**config.mk**
```make
export PLATFORM = sky130hd
export DESIGN_NAME = mar_queue
export DESIGN_NICKNAME = d
export VERILOG_FILES = /design/src/sv/mar_pkg.sv /design/src/sv/mar_queue.sv
export SDC_FILE = /design/constraint.sdc
export NUM_CORES = 1
export LEC_CHECK = 0
export BUFFER_PORTS_ARGS = -buffer_cell sky130_fd_sc_hd__buf_4
export CORE_AREA = 2 2 44 46
export CTS_BUF_LIST = sky130_fd_sc_hd__clkbuf_16
export DETAILED_ROUTE_END_ITERATION = 16
export DIE_AREA = 0 0 46 48
export GPL_TIMING_DRIVEN = 0
export PLACE_DENSITY = 0.8
export SKIP_CTS_REPAIR_TIMING = 1
export SYNTH_ARGS = -nofsm -noshare
export SYNTH_HDL_FRONTEND = slang
export SYNTH_SLANG_ARGS = --single-unit
```
**constraint.sdc**
```tcl
create_clock -name clock -period 2.1 [get_ports clock]
set_clock_uncertainty 0.2 [all_clocks]
set_input_delay 0 -clock clock [delete_from_list [all_inputs] [get_ports clock]]
set_output_delay 0 -clock clock [all_outputs]
set_load 0.02 [all_outputs]
```
**src/sv/mar_pkg.sv**
```systemverilog
// ----------------------------------------------------------------------------
// mar_pkg
// Shared constants for the bar-range moving average: register map, default
// parameter values and fixed field widths.
// ----------------------------------------------------------------------------
package mar_pkg;

   // defaults for the top-level parameters
   localparam int MAX_PERIOD_DEF = 256;
   localparam int PRICE_BITS_DEF = 32;

   // fixed field widths
   localparam int PERIOD_W  = 9;
   localparam int START_W   = 32;
   localparam int COUNT_W   = 32;
   localparam int CSR_W     = 32;
   localparam int CSR_IDX_W = 1;

   // register map
   localparam logic [CSR_IDX_W-1:0] CSR_PERIOD      = 1'd0;
   localparam logic [CSR_IDX_W-1:0] CSR_START_INDEX = 1'd1;

   localparam logic [PERIOD_W-1:0] PERIOD_RESET = 9'd30;
   localparam logic [START_W-1:0]  START_RESET  = '0;

   // job queue between the front and the divider
   localparam int QUEUE_DEPTH = 2;

endpackage

```
**src/sv/mar_queue.sv**
```systemverilog
// ----------------------------------------------------------------------------
// mar_queue
// Short job queue in flops between the front end and the divider.
// ----------------------------------------------------------------------------
module mar_queue #(
   parameter int WIDTH = 8
) (
   input  logic             clock,
   input  logic             reset,
   input  logic             push,
   input  logic [WIDTH-1:0] push_data,
   output logic             full,
   input  logic             pop,
   output logic [WIDTH-1:0] pop_data,
   output logic             empty
);

   import mar_pkg::*;

   localparam int QAW = (QUEUE_DEPTH > 1) ? $clog2(QUEUE_DEPTH) : 1;
   localparam int QCW = $clog2(QUEUE_DEPTH + 1);

   logic [WIDTH-1:0] slot_ff [QUEUE_DEPTH];
   logic [QAW-1:0]   wr_ptr_ff, wr_ptr_in;
   logic [QAW-1:0]   rd_ptr_ff, rd_ptr_in;
   logic [QCW-1:0]   count_ff, count_in;
   logic             do_push, do_pop;

   assign full     = (count_ff == QCW'(QUEUE_DEPTH));
   assign empty    = (count_ff == '0);
   assign do_push  = push && !full;
   assign do_pop   = pop && !empty;
   assign pop_data = slot_ff[rd_ptr_ff];

   always_comb begin
      wr_ptr_in = wr_ptr_ff;
      rd_ptr_in = rd_ptr_ff;
      count_in  = count_ff;
      if (do_push) begin
         wr_ptr_in = (wr_ptr_ff == QAW'(QUEUE_DEPTH - 1)) ? '0 : wr_ptr_ff + QAW'(1);
      end
      if (do_pop) begin
         rd_ptr_in = (rd_ptr_ff == QAW'(QUEUE_DEPTH - 1)) ? '0 : rd_ptr_ff + QAW'(1);
      end
      case ({do_push, do_pop})
         2'b10:   count_in = count_ff + QCW'(1);
         2'b01:   count_in = count_ff - QCW'(1);
         default: count_in = count_ff;
      endcase
   end

   always_ff @(posedge clock) begin
      if (reset) begin
         wr_ptr_ff <= '0;
         rd_ptr_ff <= '0;
         count_ff  <= '0;
      end else begin
         wr_ptr_ff <= wr_ptr_in;
         rd_ptr_ff <= rd_ptr_in;
         count_ff  <= count_in;
      end
      if (do_push) begin
         slot_ff[wr_ptr_ff] <= push_data;
      end
   end

endmodule

```
* After elaboration in Yosys (flattened, before gate mapping) *
Memory sizes are Yosys's and may differ from the RTL's. A register that Yosys moved wholly into a read port is not among the register bits.
Cells that the tools add are included.
Widths: inputs -> output; s select.

cells by class
  $add $sub $neg = 4
  eq/ne operators = 3
  mux-type cells = 7
  reduce and logical (&&, ||, !) cells = 6

operators with widths
  operator             number
  $mux 1               6
  $eq 2x2->1 const B   2
  $pmux 2 s2           1
  $add 1x1->1 const B  2
  $add 2x1->2 const B  1
  $eq 2x1->1 const B   1
  $logic_and 1x1->1    2
  $logic_not 1->1      2
  $logic_not 2->1      1
  $reduce_bool 2->1    1
  $sub 2x1->2 const B  1

storage, ports and cells
  flip-flop bits (word level) = 4
  bits in writable memories = 16
  output and inout bits = 10
  memories kept = 1

memories
  memory   words  width  rd ports  clocked after memory_dff  wr ports  RTL line         text
  slot_ff  2      8      1         1                         1         mar_queue.sv:23  logic [WIDTH-1:0] slot_ff [QUEUE_DEPTH];

* Logic depth before layout (Yosys ltp) *
  depth after elaboration = 5
  gate-level depth with buffers = 6
  mapped depth without buffers = 6

* Least setup slack after synthesis *
OpenSTA, ideal clock, no wires.

  kind = reg2reg
  start point = register count_ff[0]
  end point = memory slot_ff[0][0] (enable)
  setup time = 0.324 ns
  arrival = 1.120 ns
  data required time = 1.576 ns
  path slack = 0.456 ns
  cell stages (with the launch flop) = 5
  buffers on the path = 0
  period minus slack after synthesis = 1.644 ns
  path through = dfxtp_1 -> nand2b_2 -> inv_2 -> or3_1 -> inv_1

between the ends
  longest elaborated chain between the ends = 5

ends and longest elaborated chain
  item                          RTL line         text
  start: declaration            mar_queue.sv:26  logic [QCW-1:0] count_ff, count_in;
  start signal: assignment      mar_queue.sv:60  count_ff <= count_in;
  $eq 2x2->1                    mar_queue.sv:29  assign full = (count_ff == QCW'(QUEUE_DEPTH));
  named net full                mar_queue.sv:12  output logic full,
  $logic_not 1->1               mar_queue.sv:31  assign do_push = push && !full;
  $logic_and 1x1->1             mar_queue.sv:31
  $mux 1                        mar_queue.sv:62  if (do_push) begin
  $mux 1 (not written as such)  mar_queue.sv:63  slot_ff[wr_ptr_ff] <= push_data;
  end: declaration              mar_queue.sv:23

The timed path passes the listed nets, and every way through them passes these cells.

* Worst setup path after layout *
  start point = register count_ff[0]
  end point = register wr_ptr_ff

between the ends
  longest elaborated chain between the ends = 3

ends and longest elaborated chain
  item                    RTL line         text
  $eq 2x2->1              mar_queue.sv:29
  $logic_not 1->1         mar_queue.sv:31
  $logic_and 1x1->1       mar_queue.sv:31
  end signal: assignment  mar_queue.sv:58  wr_ptr_ff <= wr_ptr_in;
  end: declaration        mar_queue.sv:24  logic [QAW-1:0] wr_ptr_ff, wr_ptr_in;

No other way between the ends.
A chain may end at the register's enable or synchronous reset.

==> qor.yml <==
syn_avg_cell_area_um2: 15.65
crit_path_start_kind: "register"
synth.area.top_cells: "edfxtp_1 (60%), dfxtp_1 (13%), mux2_2 (11%)"
crit_required_ps: 2090
critPathMaxFanout: 5
n_antenna_cell: 0
wl_um: 1329
die_h_um: 48
cts_buffer_depth: 2
wl_met3_um: 81
wl_per_cell_um: 12.90
h-tree-depth: 1
dpl.hpwl_um: 899.2
synth.distinct_cells: 17
die_x_um: 46
slowest_delay_ps: 560
layout.nets: 100
rows: 15
place_congestion: 0.6459
synth_most_common_cell: "edfxtp_1"
worstMarginPinSlew_ps: 425.5
synth_largest_area_cell: "edfxtp_1"
port-buffer-count: 21
crit_slowest_cell: "dlygate4sd3_1"
status: "finished with violations"
maxCapViolations: 0
vias_per_cell: 5.010
num_vias: 516
fin_crit_ps: 1909
fin_tns_setup_ps: 0
drive_gt1_share_pct: 39.53
netlist_area_um2: 798.3
synthArstFlopShare_pct: 0
yosysSeqAreaShare_pct: 72.73
seq_power_share_pct: 39.5
dr.first_iter.drc_count: 3
grt_pass1_wl_um: 1690
violations: "negative hold slack"
core_um2: 1689
route.top_layer_used: "met4"
switching_share_pct: 28.95
synth_nets: 64
rsz0062_at_grt: "false"
met1_length_um: 507
setup_violations: 0
pre_cts_ws_ps: 353.7
worst_hold_slack_ps: -17.25
synth.top_cell.area_share_pct: 60.19
powerDensity_nw_per_um2: 1262
grt_max_degree: 12
path_class: "register to register"
p_sw_uw: 422.4
p_comb_share_pct: 34.5
path_clk_slew_ps: 50
relSlewSlack_pct: 71.63
wl_met2_um: 731
max_freq_ghz: 0.5238
cts_made_buffers: 3
clockPowerShare_pct: 26.0
ys_seq_elements: 21
cts_tree: "built"
p_int_uw: 1037
synthTopCellsByCount: "edfxtp_1 (16), mux2_2 (8), dfxtp_1 (5)"
drc: 0
gr-total-overflow: 0
synth_warnings: 0
synth-edff-count: 16
fin_ws_ps: 190.9
antenna_found_initial: 0
fill_cells: 123
p_leak_uw: 0.0004723
clk_latency_ps: 240
syn_to_final_growth_pct: 44.83
cp-end-kind: "register"
reg2reg_slack_ps: 190
initial_utilization_pct: 47.26
cts-root-buf: "clkbuf_16"
drtAntennaViolNets: 0
firstDrtPassIters: 4
slew_viol_final: 0
syn_inst: 51
synth_flop_cell: "edfxtp_1"
crit_chain: "nand2b_2 -> inv_2 -> or3_1 -> a21oi_1 -> dlygate4sd3_1"
ir_worst_vdd_v: 0.0006976
min_path_type: "primary input to register"
grt_pass1_vias: 430
arrival_ps: 1900
hold_viol: 2
ios: 22
cts.sinks: 21
dieArea_um2: 2208
track_usage_pct: 11.72
post-route-period-util_pct: 90.91
[critical path, delay by kind of cell (launching register included)]
family / cells / cell delay (ps)
compound gates: 1 / 140
buf+inv: 2 / 600
simple gates: 2 / 490
flops: 1 / 410
[placed cells by master, fill, tap and decap left out]
cell,instances
xnor2_1,2
a21oi_1,2
mux2_2,8
nor2_1,4
o21ai_0,2
or3_1,2
xor2_1,1
dlygate4sd3_1,10
inv_2,1
dfxtp_1,5
buf_4,21
o21a_1,1
edfxtp_1,16
nand2b_2,1
clkbuf_1,1
nand2_1,1
inv_1,3
and3_1,1
clkbuf_16,3
ha_1,1
[power by group through the flow]
stage	sequential, µW	combinational [µW]	clock, µW
5_1_grt	586	542	401
3_3_place_gp	580	479	0
6_report	577	503	379
4_1_cts	577	493	388
2_1_floorplan	574	326	0
3_5_place_dp	585	489	0
[area by class of cell]
type | instances | area [µm²] | area share (%)
inverters | 3 | 11.26 | 0.9740
multi-input cells | 26 | 202.7 | 17.53
clock buffers | 3 | 75.07 | 6.493
plain buffers | 1 | 3.754 | 0.3247
repair buffers | 31 | 257.7 | 22.29
flip-flops and latches | 21 | 580.6 | 50.22
well taps | 17 | 21.27 | 1.840
clock inverters | 1 | 3.754 | 0.3247
[path summary, 6_finish.rpt]
kind                            startpoint                endpoint  cells past startpoint
setup / recovery  count_ff[0]$_SDFFE_PP0P_  wr_ptr_ff$_SDFFE_PP0N_                      5
hold / removal                         pop                register                      4
setup reg to reg  count_ff[0]$_SDFFE_PP0P_  wr_ptr_ff$_SDFFE_PP0N_                      5
hold reg to reg     rd_ptr_ff$_SDFFE_PP0P_                register                      2
[flip-flops by register name (all words and copies together) (netlist names), named ones only]
register	flops
slot_ff	16
count_ff	2
rd_ptr_ff	1
wr_ptr_ff	1
[metal layers]
layer  vias to the layer above  global-route usage (%)
met1                       242                   11.35
li1                        254                       -
met3                         2                   2.642
met4                         0                   8.571
met5                         -                       0
met2                        18                   21.67
[per-stage QoR]
| step | cell area [µm²] | util [%] | hold slack (ps) | std cells | power (µW) |
|---|---|---|---|---|---|
| after global placement | 977.2 | 57.85 | -14.35 | 89 | 1059 |
| after CTS | 1056 | 62.52 | -264.9 | 93 | 1458 |
| after floorplan | 798.3 | - | -130.9 | 51 | 900.6 |
| after global routing | 1156 | 68.44 | 3.645 | 103 | 1529 |
| after detailed placement | 977.2 | 57.85 | -10.67 | 89 | 1073 |
| final | 1156 | 68.44 | -17.25 | 103 | 1459 |
[kinds of logic (layout without fill, tap and decap cells)]
kind of cell               count (synthesis)  after routing  synth area share, %
muxes                                      8              8                11.29
DFF                                       21             21                72.73
adders and majority gates                  1              1                1.567
xor gates and xnor gates                   3              3                3.292
AOI/OAI and AO/OA                          5              5                3.449
and+or+nand+nor                            9              9                5.799
buffers and inverters                      4             39                1.880
No activity file was read; power rests on OpenSTA's default activity.
