## src/sv/mar_pkg.sv

```systemverilog
// ----------------------------------------------------------------------------
// mar_pkg
// Shared constants for the bar-range moving average: register map, default
// parameter values and fixed field widths.
// ----------------------------------------------------------------------------
package mar_pkg;

   // defaults for the top-level parameters
   localparam int MAX_PERIOD_DEF = 256;
   localparam int PRICE_BITS_DEF = 32;

   // fixed field widths
   localparam int PERIOD_W  = 9;
   localparam int START_W   = 32;
   localparam int COUNT_W   = 32;
   localparam int CSR_W     = 32;
   localparam int CSR_IDX_W = 1;

   // register map
   localparam logic [CSR_IDX_W-1:0] CSR_PERIOD      = 1'd0;
   localparam logic [CSR_IDX_W-1:0] CSR_START_INDEX = 1'd1;

   localparam logic [PERIOD_W-1:0] PERIOD_RESET = 9'd30;
   localparam logic [START_W-1:0]  START_RESET  = '0;

   // job queue between the front and the divider
   localparam int QUEUE_DEPTH = 2;

endpackage

```

## src/sv/mar_back.sv

```systemverilog
// ----------------------------------------------------------------------------
// mar_back
// Back end: bit-serial signed divide of the window sum by the period, one
// quotient bit per cycle, into a result register.
// ----------------------------------------------------------------------------
module mar_back #(
   parameter int MAX_PERIOD = mar_pkg::MAX_PERIOD_DEF,
   parameter int PRICE_BITS = mar_pkg::PRICE_BITS_DEF
) (
   input  logic                                          clock,
   input  logic                                          reset,
   // job queue
   input  logic                                          job_valid,
   output logic                                          job_pop,
   input  logic signed [PRICE_BITS+$clog2(MAX_PERIOD):0] job_total,
   input  logic [$clog2(MAX_PERIOD+1)-1:0]               job_period,
   input  logic [mar_pkg::COUNT_W-1:0]                   job_bar,
   input  logic [mar_pkg::COUNT_W-1:0]                   job_number,
   input  logic                                          job_last,
   // result output
   output logic                                          rsp_valid,
   input  logic                                          rsp_ready,
   output logic signed [PRICE_BITS:0]                    rsp_average_range,
   output logic [mar_pkg::COUNT_W-1:0]                   rsp_bar_index,
   output logic [mar_pkg::COUNT_W-1:0]                   rsp_output_number,
   output logic                                          rsp_last_output
);

   import mar_pkg::*;

   localparam int PW = $clog2(MAX_PERIOD + 1);
   localparam int AVW = PRICE_BITS + 1;
   localparam int SW = AVW + $clog2(MAX_PERIOD);
   localparam int CW = $clog2(SW + 1);

   typedef enum logic [2:0] {
      B_IDLE = 3'b001,
      B_DIV  = 3'b010,
      B_DONE = 3'b100
   } back_state_type;

   back_state_type         state_ff, state_in;
   logic [SW-1:0]          dvd_ff, dvd_in;
   logic [PW-1:0]          rem_ff, rem_in;
   logic [PW-1:0]          div_ff, div_in;
   logic                   neg_ff, neg_in;
   logic [CW-1:0]          step_ff, step_in;
   logic [COUNT_W-1:0]     bar_ff, bar_in;
   logic [COUNT_W-1:0]     num_ff, num_in;
   logic                   last_ff, last_in;

   logic                   rsp_valid_ff, rsp_valid_in;
   logic signed [AVW-1:0]  avg_ff, avg_in;
   logic [COUNT_W-1:0]     rsp_bar_ff, rsp_bar_in;
   logic [COUNT_W-1:0]     rsp_num_ff, rsp_num_in;
   logic                   rsp_last_ff, rsp_last_in;

   logic [PW:0]            trial;
   logic                   fits;
   logic [AVW-1:0]         quot;
   logic                   out_free;

   assign trial    = {rem_ff, dvd_ff[SW-1]};
   assign fits     = trial >= {1'b0, div_ff};
   assign quot     = dvd_ff[AVW-1:0];
   assign out_free = !rsp_valid_ff || rsp_ready;
   assign job_pop  = (state_ff == B_IDLE) && job_valid;

   always_comb begin
      state_in     = state_ff;
      dvd_in       = dvd_ff;
      rem_in       = rem_ff;
      div_in       = div_ff;
      neg_in       = neg_ff;
      step_in      = step_ff;
      bar_in       = bar_ff;
      num_in       = num_ff;
      last_in      = last_ff;
      rsp_valid_in = rsp_valid_ff && !rsp_ready;
      avg_in       = avg_ff;
      rsp_bar_in   = rsp_bar_ff;
      rsp_num_in   = rsp_num_ff;
      rsp_last_in  = rsp_last_ff;

      unique case (state_ff)
         B_IDLE: begin
            if (job_valid) begin
               // divide magnitudes, restore the sign at the end
               neg_in   = job_total[SW-1];
               dvd_in   = job_total[SW-1] ? SW'(-job_total) : SW'(job_total);
               rem_in   = '0;
               div_in   = job_period;
               step_in  = '0;
               bar_in   = job_bar;
               num_in   = job_number;
               last_in  = job_last;
               state_in = B_DIV;
            end
         end
         B_DIV: begin
            rem_in  = fits ? PW'(trial - {1'b0, div_ff}) : PW'(trial);
            dvd_in  = {dvd_ff[SW-2:0], fits};
            step_in = step_ff + CW'(1);
            if (step_ff == CW'(SW - 1)) begin
               state_in = B_DONE;
            end
         end
         B_DONE: begin
            if (out_free) begin
               rsp_valid_in = 1'b1;
               avg_in       = neg_ff ? -$signed(quot) : $signed(quot);
               rsp_bar_in   = bar_ff;
               rsp_num_in   = num_ff;
               rsp_last_in  = last_ff;
               state_in     = B_IDLE;
            end
         end
         default: begin
            state_in = B_IDLE;
         end
      endcase
   end

   always_ff @(posedge clock) begin
      if (reset) begin
         state_ff     <= B_IDLE;
         rsp_valid_ff <= 1'b0;
      end else begin
         state_ff     <= state_in;
         rsp_valid_ff <= rsp_valid_in;
      end
      dvd_ff      <= dvd_in;
      rem_ff      <= rem_in;
      div_ff      <= div_in;
      neg_ff      <= neg_in;
      step_ff     <= step_in;
      bar_ff      <= bar_in;
      num_ff      <= num_in;
      last_ff     <= last_in;
      avg_ff      <= avg_in;
      rsp_bar_ff  <= rsp_bar_in;
      rsp_num_ff  <= rsp_num_in;
      rsp_last_ff <= rsp_last_in;
   end

   assign rsp_valid         = rsp_valid_ff;
   assign rsp_average_range = avg_ff;
   assign rsp_bar_index     = rsp_bar_ff;
   assign rsp_output_number = rsp_num_ff;
   assign rsp_last_output   = rsp_last_ff;

endmodule

```

## config.mk

```make
export PLATFORM = sky130hd
export DESIGN_NAME = mar_back
export DESIGN_NICKNAME = d
export VERILOG_FILES = /design/src/sv/mar_pkg.sv /design/src/sv/mar_back.sv
export SDC_FILE = /design/constraint.sdc
export NUM_CORES = 1
export LEC_CHECK = 0
export BUFFER_PORTS_ARGS = -buffer_cell sky130_fd_sc_hd__buf_2
export CELL_PAD_IN_SITES_DETAIL_PLACEMENT = 0
export CELL_PAD_IN_SITES_GLOBAL_PLACEMENT = 1
export CORE_MARGIN = 4
export CORE_UTILIZATION = 44
export DETAILED_ROUTE_END_ITERATION = 6
export GPL_ROUTABILITY_DRIVEN = 0
export GPL_TIMING_DRIVEN = 0
export PLACE_DENSITY = 0.79
export SLEW_MARGIN = 15
export SYNTH_ARGS = -nofsm -noshare
export SYNTH_HDL_FRONTEND = slang
export SYNTH_SLANG_ARGS = --single-unit
```

## constraint.sdc

```tcl
create_clock -name clock -period 9.3 [get_ports clock]
set_input_delay 0.465 -clock clock [delete_from_list [all_inputs] [get_ports clock]]
set_output_delay 0.465 -clock clock [all_outputs]
set_load 0.02 [all_outputs]
```

## Word level (Yosys, flattened, before mapping)

Index checks and enable logic that the tools add are counted.

| operators by class | value |
|---|---|
| add/sub/neg operators | 4 |
| magnitude comparators | 1 |
| eq/ne operators | 7 |
| mux-type cells | 15 |
| reduce and logical (&&, ||, !) cells | 10 |

Operators by type and width:

| cell | count |
|---|---|
| $mux 41 | 2 |
| $pmux 41 s2 | 1 |
| $neg 41->41 | 1 |
| $mux 33 | 1 |
| $neg 33->33 | 1 |
| $mux 9 | 2 |
| $pmux 9 s2 | 1 |
| $pmux 6 s2 | 1 |
| $ge 10x9->1 | 1 |
| $mux 3 | 3 |
| $pmux 3 s3 | 1 |
| $sub 9x9->9 | 1 |
| $add 6x1->6 const B | 1 |
| $eq 6x6->1 const B | 1 |
| $mux 6 | 1 |
| $ne 2x2->1 const B | 3 |
| $reduce_and 2->1 | 3 |
| $eq 3x1->1 const B | 1 |
| $eq 3x2->1 const B | 1 |
| $eq 3x3->1 const B | 1 |
| $reduce_and 3->1 | 1 |
| $logic_and 1x1->1 | 2 |
| $logic_not 1->1 | 2 |
| $mux 1 | 2 |
| 2 further kinds | 2 |

| word-level totals | value |
|---|---|
| bits in registers | 233 |
| input port bits | 119 |
| output and inout port bits | 100 |
| word-level logic and storage cells | 51 |

## Depth between registers and ports, before layout

Gate-level depths: netlist of run 1.

| depth | value |
|---|---|
| depth in word-level cells | 4 |
| depth in mapped cells | 10 |
| depth with buffers taken out | 10 |

## Least setup slack after synthesis of run 1

OpenSTA, ideal clock, no wires.

| timing | value |
|---|---|
| path kind | in2reg |
| start point | input port job_valid |
| end point | register dvd_ff[0], enable pin |
| library setup time | 0.390 ns |
| arrival | 7.438 ns |
| data required time | 8.910 ns |
| slack | 1.472 ns |
| cell stages on the path | 3 |
| buffers on the path | 0 |
| cell sequence | nand2_1 nor3_1 or2_2 |

| between the ends | value |
|---|---|
| longest elaborated chain between the ends | 2 |

RTL lines:

| what | RTL line | text |
|---|---|---|
| start: declaration | mar_back.sv:13 | `input logic job_valid,` |
| $ne 2x2->1 (no line) | -- |  |
| $reduce_and 2->1 (no line) | -- |  |
| end signal: assignment | mar_back.sv:132 | `dvd_ff <= dvd_in;` |
| end: declaration | mar_back.sv:43 | `logic [SW-1:0] dvd_ff, dvd_in;` |

No other way between the ends.
A chain may end at the register's enable or synchronous reset.

## Worst setup path after layout of run 1

| timing | value |
|---|---|
| start point | register dvd_ff[13] |
| end point | register avg_ff[32] (netlist: rsp_average_range[32]), data pin |

| between the ends | value |
|---|---|
| longest elaborated chain between the ends | 2 |

RTL lines:

| what | RTL line | text |
|---|---|---|
| $neg 33->33 | mar_back.sv:111 | `avg_in = neg_ff ? -$signed(quot) : $signed(quot);` |
| $mux 33 | mar_back.sv:111 |  |
| end signal: assignment | mar_back.sv:140 | `avg_ff <= avg_in;` |
| end: declaration | mar_back.sv:53 | `logic signed [AVW-1:0] avg_ff, avg_in;` |

No other way between the ends.

==> impl_metrics.py, run 1 <==
metrics = {
    "logic_synthesis": {
        "synth_common_cells": "edfxtp_1, nand2_1, o21ai_0, xnor2_1, xor2_1",
        "synth_compound_area_frac": 0.0884,
        "synth-xor-area-share": 0.0647,
        "synth_area_leaders": "edfxtp_1, xnor2_1, xor2_1",
        "synth-async-reset-ratio": 0,
        "synth-main-ff-cell": "edfxtp_1",
        "synth_edf_count": 229,
        "syn_area_per_cell_um2": 14.6,
        "synth_cells": 668,
        "post_synth_num_cell_types": 53,
        "synth_seq_cells": 233,
        "yosysMostFrequentCell": "edfxtp_1",
        "synth.area.mux_share": 0.00719,
        "yosysWarnings": 0,
        "synth_top_area_share": 0.705,
        "synth_simple_gate_area_frac": 0.0911,
        "synth_top_area_cell": "edfxtp_1",
        "synthAdderAreaFrac": 0.0187,
        "syn_nets": 801,
        "netlist_area_um2": 9750,
        "synth_top_family_by_area": "simple AND/OR/NAND/NOR gates",
        "ys_seq_area_frac": 0.714,
    },
    "floorplanning": {
        "die-width_um": 157,
        "ios": 219,
        "row_count": 54,
        "die_y_um": 157,
        "start_util": 0.447,
        "dieArea_um2": 24600,
        "core_um2": 21800,
    },
    "clock_network": {
        "clk_latency_ns": 0.53,
        "root_buffer": "clkbuf_16",
        "clkTransAtPathRegs_ns": 0.06,
        "cts_max_level": 1,
        "cts_tree": "built",
        "post_cts.repair.setup_buffers": 0,
        "clock_sinks": 233,
        "cts_buffers": 25,
        "clk_path_buf_depth": 3,
        "hold_buffers": 0,
        "cts_resized": 0,
    },
    "timing": {
        "maxClockFrequency_mhz": 341,
        "fin_skew_ns": 0.0116,
        "rsz0062_at_grt": "no",
        "whs_ns": 0.106,
        "max_slew_margin": 0.452,
        "setup_slack_ns": 6.37,
        "min_period_over_period": 0.315,
        "tightest_slew_ns": 0.822,
        "fin_crit_ns": 2.93,
        "hold_viol": 0,
        "drv_slew": 0,
        "setup_viol": 0,
    },
    "setup_path": {
        "cp_cell_sequence": "or4_4, or4_1, nor4_2, nand2_1, o31ai_1, xnor2_1",
        "reg2reg_depth": 6,
        "cp-end-kind": "flop",
        "path_depth": 6,
        "cp_max_fo": 8,
        "slowest_delay_ns": 0.59,
        "slowest_stage": "or4_4",
        "critical_path_arrival_ns": 3.19,
        "critPathTopFamily": "simple AND/OR/NAND/NOR gates",
        "crit_required_ns": 9.56,
        "crit_type": "flop to flop",
        "crit_path_start_kind": "flop",
        "crit_buf_inv": 0,
    },
    "run_status": {
        "status": "complete, no violations",
    },
    "route": {
        "drc_errors": 0,
        "vias_per_cell": 5.16,
        "via_count": 6297,
        "routed_wl_um": 22600,
        "drtAntennaViolNets": 0,
        "detail_route.first_pass.iterations": 4,
        "drt_iter0_drc": 342,
        "wl_per_cell_um": 18.5,
    },
    "power": {
        "powerDensity_nw_per_um2": 201,
        "leakagePower_uw": 0.00444,
        "power_uw": 2440,
        "ir_drop_v": 0.000216,
    },
    "hold_path": {
        "min_path_cells": 1,
        "min_path_type": "input pin to flop",
    },
    "placement": {
        "dp_hpwl_um": 16700,
        "place_area_um2": 11300,
        "place_ws_ns": 6.38,
        "port_buffers": 218,
    },
    "finish": {
        "nNetsFinal": 1055,
        "regArea_um2": 6960,
        "fin_util": 0.555,
        "final_area_um2": 12100,
        "fillCellCount": 1840,
        "diodes": 0,
        "area_growth_syn_to_layout_pct": 24.3,
        "drive_gt1_frac": 0.305,
        "multi_input_area_um2": 2650,
    },
    "global_route": {
        "track_usage": 0.179,
        "grt_pass1_vias": 6172,
        "grt_max_degree": 58,
        "gr-total-overflow": 0,
        "grt_pass1_wl_um": 34500,
        "grt_antenna_before_repair": 0,
    },
    "job": {
        "cap_violations": 0,
    },
}
cells by family after synthesis:
| logic type | Yosys count |
|---|---|
| flops | 233 |
| simple gates | 175 |
| compound gates | 127 |
| xor+xnor | 72 |
| buf+inv | 40 |
| fa+ha+maj | 14 |
| mux | 7 |
worst paths after layout:
kind	slack [ns]	from	endpoint
worst min register to register	0.42	bar_ff[15]	rsp_bar_index[15]
worst min-delay path	0.11	job_period[1]	div_ff[1]
worst max-delay path	6.37	dvd_ff[13]	rsp_average_range[32]
worst max register to register	6.37	dvd_ff[13]	rsp_average_range[32]
final cells by class:
cell class / count / area share
Multi-Input combinational cell: 395 / 0.218
Inverter: 19 / 0.00588
Buffer: 21 / 0.00723
Timing Repair Buffer: 227 / 0.0979
Tap cell: 280 / 0.0289
Sequential cell: 233 / 0.574
Clock inverter: 15 / 0.0142
Clock buffer: 31 / 0.0535
report_power, final:
part	internal [µW]	total, µW	switching (µW)	leakage [µW]
clock	583	989	406	0.000401
sequential	1220	1250	31.9	0.00217
combinational	83.4	193	109	0.00187
sequential cells by signal, summed over array words and instances, names as in the netlist:
register and flops:
rsp_valid 1, bar_ff 32, rsp_last_output 1, dvd_ff 41
rsp_output_number 32, rem_ff 9, neg_ff 1, rsp_average_range 33
state_ff 3, step_ff 6, div_ff 9, last_ff 1
rsp_bar_index 32, num_ff 32
per-stage QoR:
stage | cells | TNS [ns]
final | 1221 | 0
after global routing | 1221 | 0
after CTS | 1221 | 0
after detailed placement | 1175 | 0
after global placement | 1166 | -79.66
after floorplan | 668 | 0
cell usage in the layout (no fill, tap or decap), types with 7 or more instances in the layout:
| master | instances |
|---|---|
| nand2b_1 | 12 |
| nor3_1 | 12 |
| nor2_1 | 34 |
| clkbuf_1 | 22 |
| clkinv_2 | 7 |
| o41ai_1 | 7 |
| xor2_1 | 35 |
| clkbuf_16 | 25 |
| a21oi_1 | 13 |
| mux2i_1 | 7 |
| ha_1 | 13 |
| nand2_1 | 62 |
| edfxtp_1 | 229 |
| o31ai_1 | 23 |
| o21ai_0 | 55 |
| inv_1 | 19 |
| nand3_1 | 7 |
| buf_2 | 219 |
| xnor2_1 | 37 |
per-layer routing:
metal / global-route usage / up-vias / wire [µm]
li1: - / 3046 / -
met1: 0.248 / 2975 / 9690
met2: 0.290 / 243 / 10400
met3: 0.0376 / 33 / 1940
met4: 0.0450 / 0 / 554
met5: 0 / - / 0
Note: power is estimated with default switching activity, not from simulation.
==> run 2: changes to the inputs <==
Clock period 9.3 ns to 3 ns, I/O delays scaled along.
==> run 2 against run 1 <==
Compared with the run above: sequential share of layout area down 3.8 points; flip-flop and latch count unchanged; first-iteration DRC count down 13%; sequential power rose to 3.1 times the previous value; design area up 7.2%; critical path depth unchanged; clock skew down 0.0023 ns; worst hold slack worse by 0.076 ns; core utilization up 4.0 points; critical path type unchanged; clock-buffer cell count down 5; critical endpoint unchanged; largest power group unchanged; highest routed layer unchanged; combinational power rose to 3.6 times the previous value.
==> impl_metrics.py, run 2 (synthesis results as in run 1) <==
metrics = {
    "run_status": {
        "status": "complete, no violations",
    },
    "job": {
        "cap_violations": 0,
    },
    "setup_path": {
        "crit_required_ns": 3.26,
        "cp_max_fo": 8,
        "crit_type": "flop to flop",
        "reg2reg_depth": 6,
        "critical_path_arrival_ns": 3.03,
        "r2r_slack_ns": 0.23,
        "crit_path_start_kind": "flop",
        "timing.rr.end": "rsp_average_range[32]",
        "reg2reg_from": "dvd_ff[13]",
        "cp-end-kind": "flop",
    },
    "clock_network": {
        "post_cts.repair.setup_buffers": 0,
        "clk_latency_ns": 0.51,
        "clk_path_buf_depth": 3,
        "clock_sinks": 233,
        "cts_max_level": 1,
        "clkTransAtPathRegs_ns": 0.06,
        "root_buffer": "clkbuf_16",
        "cts_tree": "built",
        "cts_buffers": 25,
    },
    "global_route": {
        "grt_antenna_before_repair": 0,
        "grt_pass1_vias": 6439,
        "grt_pass1_wl_um": 35600,
        "grt_max_degree": 58,
        "gr-total-overflow": 0,
        "track_usage": 0.184,
    },
    "hold_path": {
        "min_path_type": "input pin to flop",
        "holdPathEnd": "dvd_ff[36]",
        "min_path_cells": 3,
        "min_from": "job_total[34]",
    },
    "timing": {
        "whs_ns": 0.0309,
        "rsz0062_at_grt": "no",
        "fin_skew_ns": 0.00925,
        "maxClockFrequency_mhz": 361,
        "fin_crit_ns": 2.77,
        "max_slew_margin": 0.450,
        "setup_viol": 0,
        "min_period_over_period": 0.923,
        "drv_slew": 0,
        "tightest_slew_ns": 0.824,
        "hold_viol": 0,
    },
    "power": {
        "powerDensity_nw_per_um2": 602,
        "leakagePower_uw": 0.00478,
        "ir_drop_v": 0.000299,
        "power_uw": 7820,
    },
    "route": {
        "detail_route.first_pass.iterations": 4,
        "via_count": 6574,
        "drc_errors": 0,
        "drt_iter0_drc": 299,
        "routed_wl_um": 23500,
        "drtAntennaViolNets": 0,
        "wl_per_cell_um": 18.1,
        "vias_per_cell": 5.07,
    },
    "finish": {
        "area_growth_syn_to_layout_pct": 33.3,
        "final_common_cell": "edfxtp_1",
        "final_cell_mix": "edfxtp_1, buf_2, dlygate4sd3_1",
        "drive_gt1_frac": 0.286,
        "fin_util": 0.595,
        "largest_register": "dvd_ff",
        "nNetsFinal": 1131,
        "diodes": 0,
        "final_area_um2": 13000,
        "largest_reg_flops": 41,
    },
    "floorplanning": {
        "die-width_um": 157,
        "row_count": 54,
        "start_util": 0.447,
        "core_um2": 21800,
        "dieArea_um2": 24600,
        "die_y_um": 157,
        "ios": 219,
    },
    "placement": {
        "place_area_um2": 11300,
        "port_buffers": 218,
        "dp_hpwl_um": 16600,
    },
}
-- run 2: power breakdown --
| part | switching [µW] | leakage [µW] | internal, µW |
|---|---|---|---|
| combinational | 364 | 0.00220 | 329 |
| sequential | 99.0 | 0.00217 | 3790 |
| clock | 1270 | 0.000412 | 1970 |
-- run 2: how the worst max path moves through the flow --
stage	startpoint	to	slack (ns)	cells after the start
floorplan	state_ff[0]	dvd_ff[0]	-0.78	3
global placement	state_ff[0]	rem_ff[6]	-1.99	3
global route	dvd_ff[40]	rem_ff[5]	0.07	10
CTS	dvd_ff[40]	rem_ff[3]	0.1	10
finish	dvd_ff[13]	rsp_average_range[32]	0.23	6
detailed placement	dvd_ff[40]	rem_ff[3]	0.12	10
-- run 2: critical path, stage by stage (launching register included) --
cell	delay, ns
edfxtp_1	0.46
or4_4	0.59
or4_1	0.45
nor4_2	0.26
nand2_1	0.25
o31ai_2	0.40
xnor2_1	0.10
-- run 2: metal layers --
| metal | part of all wire | up-vias | GRT usage |
|---|---|---|---|
| met5 | 0 | - | 0 |
| met4 | 0.010 | 0 | 0.0339 |
| met3 | 0.089 | 22 | 0.0382 |
| met2 | 0.46 | 240 | 0.300 |
| met1 | 0.44 | 3108 | 0.261 |
| li1 | - | 3204 | - |
-- run 2: timing repair --
item	CTS	global route
hold endpoints to repair	81	0
resized for setup	0	3
hold buffers	79	0
setup endpoints to repair	0	9
-- run 2: layout make-up --
class,count,area (µm²)
multi-input cells,395,2660
well taps,280,350
inverters,19,71.3
clock buffers,26,629
clock inverters,19,249
flip-flops and latches,233,6960
plain buffers,21,88.8
fillers,1742,8830
repair buffers,303,1980
-- run 2: metrics by stage --
step	std cells	worst slack, ns	setup TNS [ns]
2_1_floorplan	668	-0.781	-44.42
3_3_place_gp	1166	-1.99	-162.54
3_5_place_dp	1172	0.118	0
4_1_cts	1296	0.0951	0
5_1_grt	1296	0.0730	0
6_report	1296	0.231	0
